==> src/hdl/ttp_pkg.sv <==
// ttp_pkg: widths, codes and shared types for the thermal trend predictor.
// No dependencies; imported by ttp_div, thermal_trend_predictor and the bench.
`timescale 1ns / 1ps
package ttp_pkg;

   localparam int DEF_NUM_ZONES = 4;
   localparam int DEF_WINDOW    = 16;

   localparam int SAMPLE_W = 19;   // signed millidegrees
   localparam int PRED_W   = 18;
   localparam int DEG_W    = 9;    // signed whole degrees
   localparam int LVL_W    = 8;
   localparam int HOR_W    = 10;
   localparam int CSR_W    = 10;

   // accumulator widths sized for the largest window (64)
   localparam int SX_W   = 12;
   localparam int SXX_W  = 17;
   localparam int SY_W   = 25;
   localparam int SXY_W  = 32;
   localparam int NUM_W  = 38;
   localparam int DEN_W  = 26;
   localparam int T_W    = 19;
   localparam int TOP_W  = 58;
   localparam int DVD_W  = 57;
   localparam int DVS_W  = 32;
   localparam int MUL_W  = 32;
   localparam int NUM_LO = 19;    // low part of num for split product

   localparam int PRED_MAX    = 150000;
   localparam int SLOPE_LIMIT = 100;
   localparam int MDEG_PER_DEG = 1000;
   // floor(m / 1000) = (m * RECIP_1000) >> RECIP_SHIFT for m <= 2^18
   localparam int RECIP_1000  = 268436;
   localparam int RECIP_SHIFT = 28;

   // register indexes
   localparam logic [1:0] REG_WARN     = 2'd0;
   localparam logic [1:0] REG_THROTTLE = 2'd1;
   localparam logic [1:0] REG_CRITICAL = 2'd2;
   localparam logic [1:0] REG_HORIZON  = 2'd3;

   localparam logic [1:0] TREND_STABLE  = 2'd0;
   localparam logic [1:0] TREND_RISING  = 2'd1;
   localparam logic [1:0] TREND_FALLING = 2'd2;

   localparam logic [1:0] LEVEL_COOL     = 2'd0;
   localparam logic [1:0] LEVEL_WARM     = 2'd1;
   localparam logic [1:0] LEVEL_HOT      = 2'd2;
   localparam logic [1:0] LEVEL_CRITICAL = 2'd3;

   // multiply sequence steps
   localparam logic [3:0] MS_NSXY  = 4'd0;
   localparam logic [3:0] MS_NUM   = 4'd1;
   localparam logic [3:0] MS_NSXX  = 4'd2;
   localparam logic [3:0] MS_DEN   = 4'd3;
   localparam logic [3:0] MS_LIM   = 4'd4;
   localparam logic [3:0] MS_TREND = 4'd5;
   localparam logic [3:0] MS_TOP0  = 4'd6;
   localparam logic [3:0] MS_TOPLO = 4'd7;
   localparam logic [3:0] MS_TOPHI = 4'd8;
   localparam logic [3:0] MS_DVS   = 4'd9;

   typedef enum logic [7:0] {
      ST_IDLE   = 8'b0000_0001,
      ST_WRITE  = 8'b0000_0010,
      ST_ACC    = 8'b0000_0100,
      ST_MUL    = 8'b0000_1000,
      ST_DIV    = 8'b0001_0000,
      ST_SINGLE = 8'b0010_0000,
      ST_SCAN   = 8'b0100_0000,
      ST_DONE   = 8'b1000_0000
   } state_type;

   typedef struct packed {
      logic             start;
      logic [DVD_W-1:0] dividend;
      logic [DVS_W-1:0] divisor;
   } div_ctl_type;

   typedef struct packed {
      logic             done;
      logic [DVD_W-1:0] quotient;
   } div_sts_type;

endpackage

==> src/hdl/ttp_div.sv <==
// ttp_div: restoring unsigned divider, one quotient bit per cycle.
// Depends on ttp_pkg for widths and the control/status structs.
`timescale 1ns / 1ps
module ttp_div
   import ttp_pkg::*;
(
   input  logic        clock,
   input  logic        reset,
   input  div_ctl_type ctl,
   output div_sts_type sts
);

   localparam int CNT_W = $clog2(DVD_W + 1);

   logic [DVD_W-1:0] q_ff, q_in;
   logic [DVS_W-1:0] rem_ff, rem_in;
   logic [DVS_W-1:0] dvs_ff, dvs_in;
   logic [CNT_W-1:0] cnt_ff, cnt_in;
   logic             busy_ff, busy_in;
   logic             done_ff, done_in;
   logic [DVS_W:0]   rem_sh;
   logic [DVS_W:0]   diff;

   always_comb begin
      q_in    = q_ff;
      rem_in  = rem_ff;
      dvs_in  = dvs_ff;
      cnt_in  = cnt_ff;
      busy_in = busy_ff;
      done_in = 1'b0;
      rem_sh  = {rem_ff, q_ff[DVD_W-1]};
      diff    = rem_sh - {1'b0, dvs_ff};
      if (ctl.start) begin
         q_in    = ctl.dividend;
         rem_in  = '0;
         dvs_in  = ctl.divisor;
         cnt_in  = CNT_W'(DVD_W);
         busy_in = 1'b1;
      end else if (busy_ff) begin
         if (!diff[DVS_W]) begin
            rem_in = diff[DVS_W-1:0];
            q_in   = {q_ff[DVD_W-2:0], 1'b1};
         end else begin
            rem_in = rem_sh[DVS_W-1:0];
            q_in   = {q_ff[DVD_W-2:0], 1'b0};
         end
         cnt_in = cnt_ff - 1'b1;
         if (cnt_ff == CNT_W'(1)) begin
            busy_in = 1'b0;
            done_in = 1'b1;
         end
      end
   end

   always_ff @(posedge clock) begin
      if (reset) begin
         busy_ff <= 1'b0;
         done_ff <= 1'b0;
         cnt_ff  <= '0;
      end else begin
         busy_ff <= busy_in;
         done_ff <= done_in;
         cnt_ff  <= cnt_in;
      end
      q_ff   <= q_in;
      rem_ff <= rem_in;
      dvs_ff <= dvs_in;
   end

   assign sts.done     = done_ff;
   assign sts.quotient = q_ff;

endmodule

==> config.mk <==
export PLATFORM = sky130hd
export DESIGN_NAME = ttp_div
export DESIGN_NICKNAME = d
export VERILOG_FILES = /design/src/hdl/ttp_pkg.sv /design/src/hdl/ttp_div.sv
export SDC_FILE = /design/constraint.sdc
export NUM_CORES = 1
export LEC_CHECK = 0
export BUFFER_PORTS_ARGS = -buffer_cell sky130_fd_sc_hd__buf_2
export CAP_MARGIN = 20
export CORE_MARGIN = 1
export CORE_UTILIZATION = 50
export CTS_CLUSTER_DIAMETER = 40
export DETAILED_ROUTE_END_ITERATION = 6
export GPL_TIMING_DRIVEN = 1
export MAX_ROUTING_LAYER = met4
export PLACE_DENSITY = 0.71
export SKIP_LAST_GASP = 1
export SYNTH_ARGS = -nofsm -noshare
export SYNTH_HDL_FRONTEND = slang
export SYNTH_SLANG_ARGS = --single-unit
==> constraint.sdc <==
create_clock -name clock -period 4 [get_ports clock]
set_clock_uncertainty 0.1 [all_clocks]
set_input_delay 0.2 -clock clock [delete_from_list [all_inputs] [get_ports clock]]
set_output_delay 0.2 -clock clock [all_outputs]
set_load 0.02 [all_outputs]
======== Yosys cells after proc, flatten, opt, wreduce, memory -nomap -nowiden ========
Cells that the tools add are included.
word-level totals
  register bits after elaboration ......... 129
  input port bits ......................... 92
  output and inout port bits .............. 58
  word-level logic and storage cells ...... 24
cells by class
  $add $sub $neg .......................... 2
  equal/unequal tests ..................... 1
  multiplexer cells ....................... 10
  bitwise operators ....................... 1
  reduce and logical (&&, ||, !) cells .... 3
operator list
  cell                                                 count
  two-way mux 57 bit                                   2
  subtractor 33 x 32 -> 33 bit                         1
  two-way mux 32 bit                                   1
  two-way mux 6 bit                                    2
  equality test 6 x 1 -> 1 bit, second input constant  1
  subtractor 6 x 1 -> 6 bit, second input constant     1
  two-way mux 1 bit                                    5
  OR reduction 3 bit                                   1
  nonzero test 2 bit                                   1
  OR reduction 2 bit                                   1
  inverter 1 bit                                       1

======== Longest topological paths before layout ========
  depth after elaboration ................. 4
  gate-level depth with buffers ........... 13
  gate-level depth less buffers ........... 11

======== Worst setup path after synthesis ========
Ideal clock, no wire load.
  path type ............................... flip-flop to flip-flop
  from .................................... reg q_ff[56]
  to ...................................... reg rem_ff[17]
  setup time .............................. 88 ps
  arrival ................................. 2,807 ps
  required time ........................... 3,812 ps
  path slack .............................. 1,005 ps
  cell stages (with the launch flop) ...... 13
  path buffers ............................ 1
  clock period less this slack ............ 2,995 ps
  path through ............................ edfxtp_1 -> inv_1 -> ha_1 -> fa_1 -> nand2b_1 -> a21oi_1 -> o21ai_0 -> a21oi_2 -> a21oi_4 -> xnor2_1 -> clkbuf_1 -> nand2_1 -> a311oi_2
on the way
  longest elaborated chain between the ends .. 2
ends and longest elaborated chain
  what                          line           text
  start, declared               ttp_div.sv:15  logic [DVD_W-1:0] q_ff, q_in;
  start signal, assigned        ttp_div.sv:65  q_ff <= q_in;
  subtractor 33 x 32 -> 33 bit  ttp_div.sv:32  diff = rem_sh - {1'b0, dvs_ff};
  two-way mux 32 bit            ttp_div.sv:40  if (!diff[DVS_W]) begin
  end signal, assigned          ttp_div.sv:66  rem_ff <= rem_in;
  end, declared                 ttp_div.sv:16  logic [DVS_W-1:0] rem_ff, rem_in;
Every way passes these cells.
A chain may end at the register's enable or synchronous reset.

======== Final worst setup path ========
  from .................................... reg q_ff[56]
  to ...................................... reg rem_ff[5]
Same word-level chain as after synthesis.

==> impl_results.md <==
- H-tree depth: 4
- Crit path required time: 4.22 ns
- Synth area leader: edfxtp_1
- Setup-failing EPs final: 0
- Clock sink count: 129
- Global-route wire length before repair: 30.2 mm
- Synth area leaders: edfxtp_1 (38%), dfxtp_1 (11%), mux2_2 (8.9%)
- Post-DP Area: 8010 um2
- Max Freq: 302 MHz
- Critical path buffers and inverters: 2
- Synthesized cell area: 7120 um2
- Register bit count reported by yosys: 129
- Register area: 3470 um2
- Sequential power share: 38.5%
- Nets@finish: 1,037
- Worst-path maximum fanout: 12
- DIE AREA: 14,700 um2
- # rows: 43
- Ports: 150
- Slew headroom: 38.1%
- Maxcap violations: 0
- Sw frac: 30.4%
- Most frequent cells in the layout: buf_2 (148), edfxtp_1 (89), dlygate4sd3_1 (88)
- Placement Setup Slack: 0.722 ns
- CP max stage cell: fa_1
- Synth top area share: 37.6%
- DRC: 0
- Initial core utilization: 51.3%
- CTS tree: yes
- Slew Limit Fails: 0
- IO Port Bufs: 149
- CTS buffer count: 17
- Worst setup SP type: register
- Core Region: 13,900 um2
- PnR worst setup slack: 0.684 ns
- Initial antenna violation count: 0
- Via density: 5.60
- CP Data Arrival Time: 3.54 ns
- CTS Root Cell: clkbuf_16
- Actual slew at the worst max-slew pin: 0.929 ns
- Sequential fraction of the synthesis area: 48.8%
- Synth async-reset ratio: 0%
- Min cycle time layout: 3.32 ns
- Cell area after layout: 9490 um2
- Worst IR Drop VDD: 0.342 mV
- Most common cell after layout, fill and taps aside: buf_2
- Router iterations before antenna repair: 7
- Setup TNS: 0 ns
- Layout cells sized above 1: 27.8%
- Final ANT Viol Nets: 0
- Die width: 121 um
- Vias in the first global route: 6,360
- Crit-path cells: inv_1, ha_1, fa_1, nand2b_1, a21oi_1, o21ai_0, a21oi_2, a21oi_4, xor2_2, buf_4, nand2_1, a311oi_1
- Yosys warning total: 0
- Yosys cell types: 60
- Clock buffer depth: 2
- RSZ-0062 raised after global routing: no
- Worst path max stage delay: 0.39 ns
- Number of synthesized flops with an enable pin: 89
- Switch Pwr: 1.31 mW
- Wirelength, routed: 18.9 mm
- Fillers: 1,036
- Syn Nets: 805
- Die height: 121 um
- Outcome: complete, no violations
- Tot GR Track Use: 27.5%
- CP delay by family, top: compound AO/OA/AOI/OAI gates
- # diodes: 0
- Average wire per standard cell: 17.2 um
- Routability cong.: 0.889
- Clk pwr share: 37.8%
- Internal Power: 3.00 mW
- Period utilisation layout: 82.9%
- P per Cell Area: 454 nW/um2
- Post-synthesis area per instance: 10.5 um2
- Worst hold-check path type: input port to register
- Worst-Skew Late Latency: 0.43 ns
- Number of hold violations in the final report: 0
- Grt ovf: 0
- CTS clk-pin slew, worst paths: 0.06 ns
- Worst setup EP type: register
- Dpl hpwl: 12.3 mm
- Largest net degree at the start of global routing: 79
- Static leakage: 3.96 nW
- Post-cts resize count: 0
- Initial DRC Count: 393
- Post-synthesis instance total: 678
- Area delta synth->final: 33.4%
- Primary FF master, synth: edfxtp_1
- Comb pwr share: 23.8%
- Footprint of the multi-input gates: 3330 um2
- Crit Path Class: register to register
- Via count: 6,174
state kept, by name, summed over array words and instances (netlist names):
name and count:
q_ff 57, dvs_ff 32, rem_ff 32, cnt_ff 6, busy_ff 1, done_ff 1
cells in the mapped netlist, drive strengths merged, types with 12 or more instances:
master / number
nand2: 81
dfxtp: 40
clkbuf: 22
nor2: 54
mux2: 56
nand3: 17
inv: 45
xnor2: 17
xor2: 12
a21oi: 33
ha: 34
o21ai: 34
a311oi: 25
edfxtp: 89
metal layers:
metal,up-vias,GRT usage (%),wire (um),share of wire (%)
met5,-,-,0,0
met4,0,11.0,420,2.2
met3,34,6.06,919,4.9
met2,214,47.8,9790,52
met1,2957,30.6,7820,41
li1,2969,-,-,-
final timing paths:
check                     startpoint                       to  slack, ns  cells past startpoint
max               q_ff[56]$_DFFE_PP_   rem_ff[5]$_SDFFE_PP0P_       0.68                     12
min                          ctl[86]       q_ff[54]$_DFFE_PP_       0.03                      2
max reg2reg       q_ff[56]$_DFFE_PP_   rem_ff[5]$_SDFFE_PP0P_       0.68                     12
min reg2reg  rem_ff[11]$_SDFFE_PP0P_  rem_ff[12]$_SDFFE_PP0P_       0.40                      2
power by group through the flow:
stage | Combinational (mW) | Clock, mW | Sequential [mW]
after global placement | 0.913 | 0 | 1.67
after CTS | 1.01 | 1.64 | 1.65
after floorplan | 0.601 | 0 | 1.74
after global routing | 1.12 | 1.69 | 1.67
final | 1.02 | 1.63 | 1.66
after detailed placement | 0.935 | 0 | 1.68
timing repair:
action / CTS / global route
setup buffers: 0 / 0
hold buffers: 88 / 0
hold endpoints to repair: 95 / 0
per-stage QoR:
stage	total power, mW	util [%]	std cells	hold slack [ns]
2_1_floorplan	2.34	-	678	0.199
3_3_place_gp	2.59	57.7	983	0.276
3_5_place_dp	2.61	57.7	983	0.278
4_1_cts	4.30	68.4	1103	0.00177
5_1_grt	4.48	68.4	1103	0.0159
6_report	4.31	68.4	1103	0.0269
final cells by class:
class	count	share of cell area, %
Inverter	45	1.78
Timing Repair Buffer	245	17.8
Sequential cell	129	36.6
Tap cell	180	2.37
Multi-Input combinational cell	472	35.1
Clock inverter	14	1.88
Clock buffer	18	4.52
cell families (layout without fill, tap and decap cells):
kind of cell	Yosys count	count (layout)	synth area share (%)
AOI/OAI and AO/OA	147	147	14.6
buffers and inverters	77	322	4.54
and+or+nand+nor	202	202	12.8
adders and majority gates	35	35	6.26
DFF	129	129	48.8
xor gates and xnor gates	29	29	3.67
muxes	59	59	9.28
No activity file was read; power rests on OpenSTA's default activity.
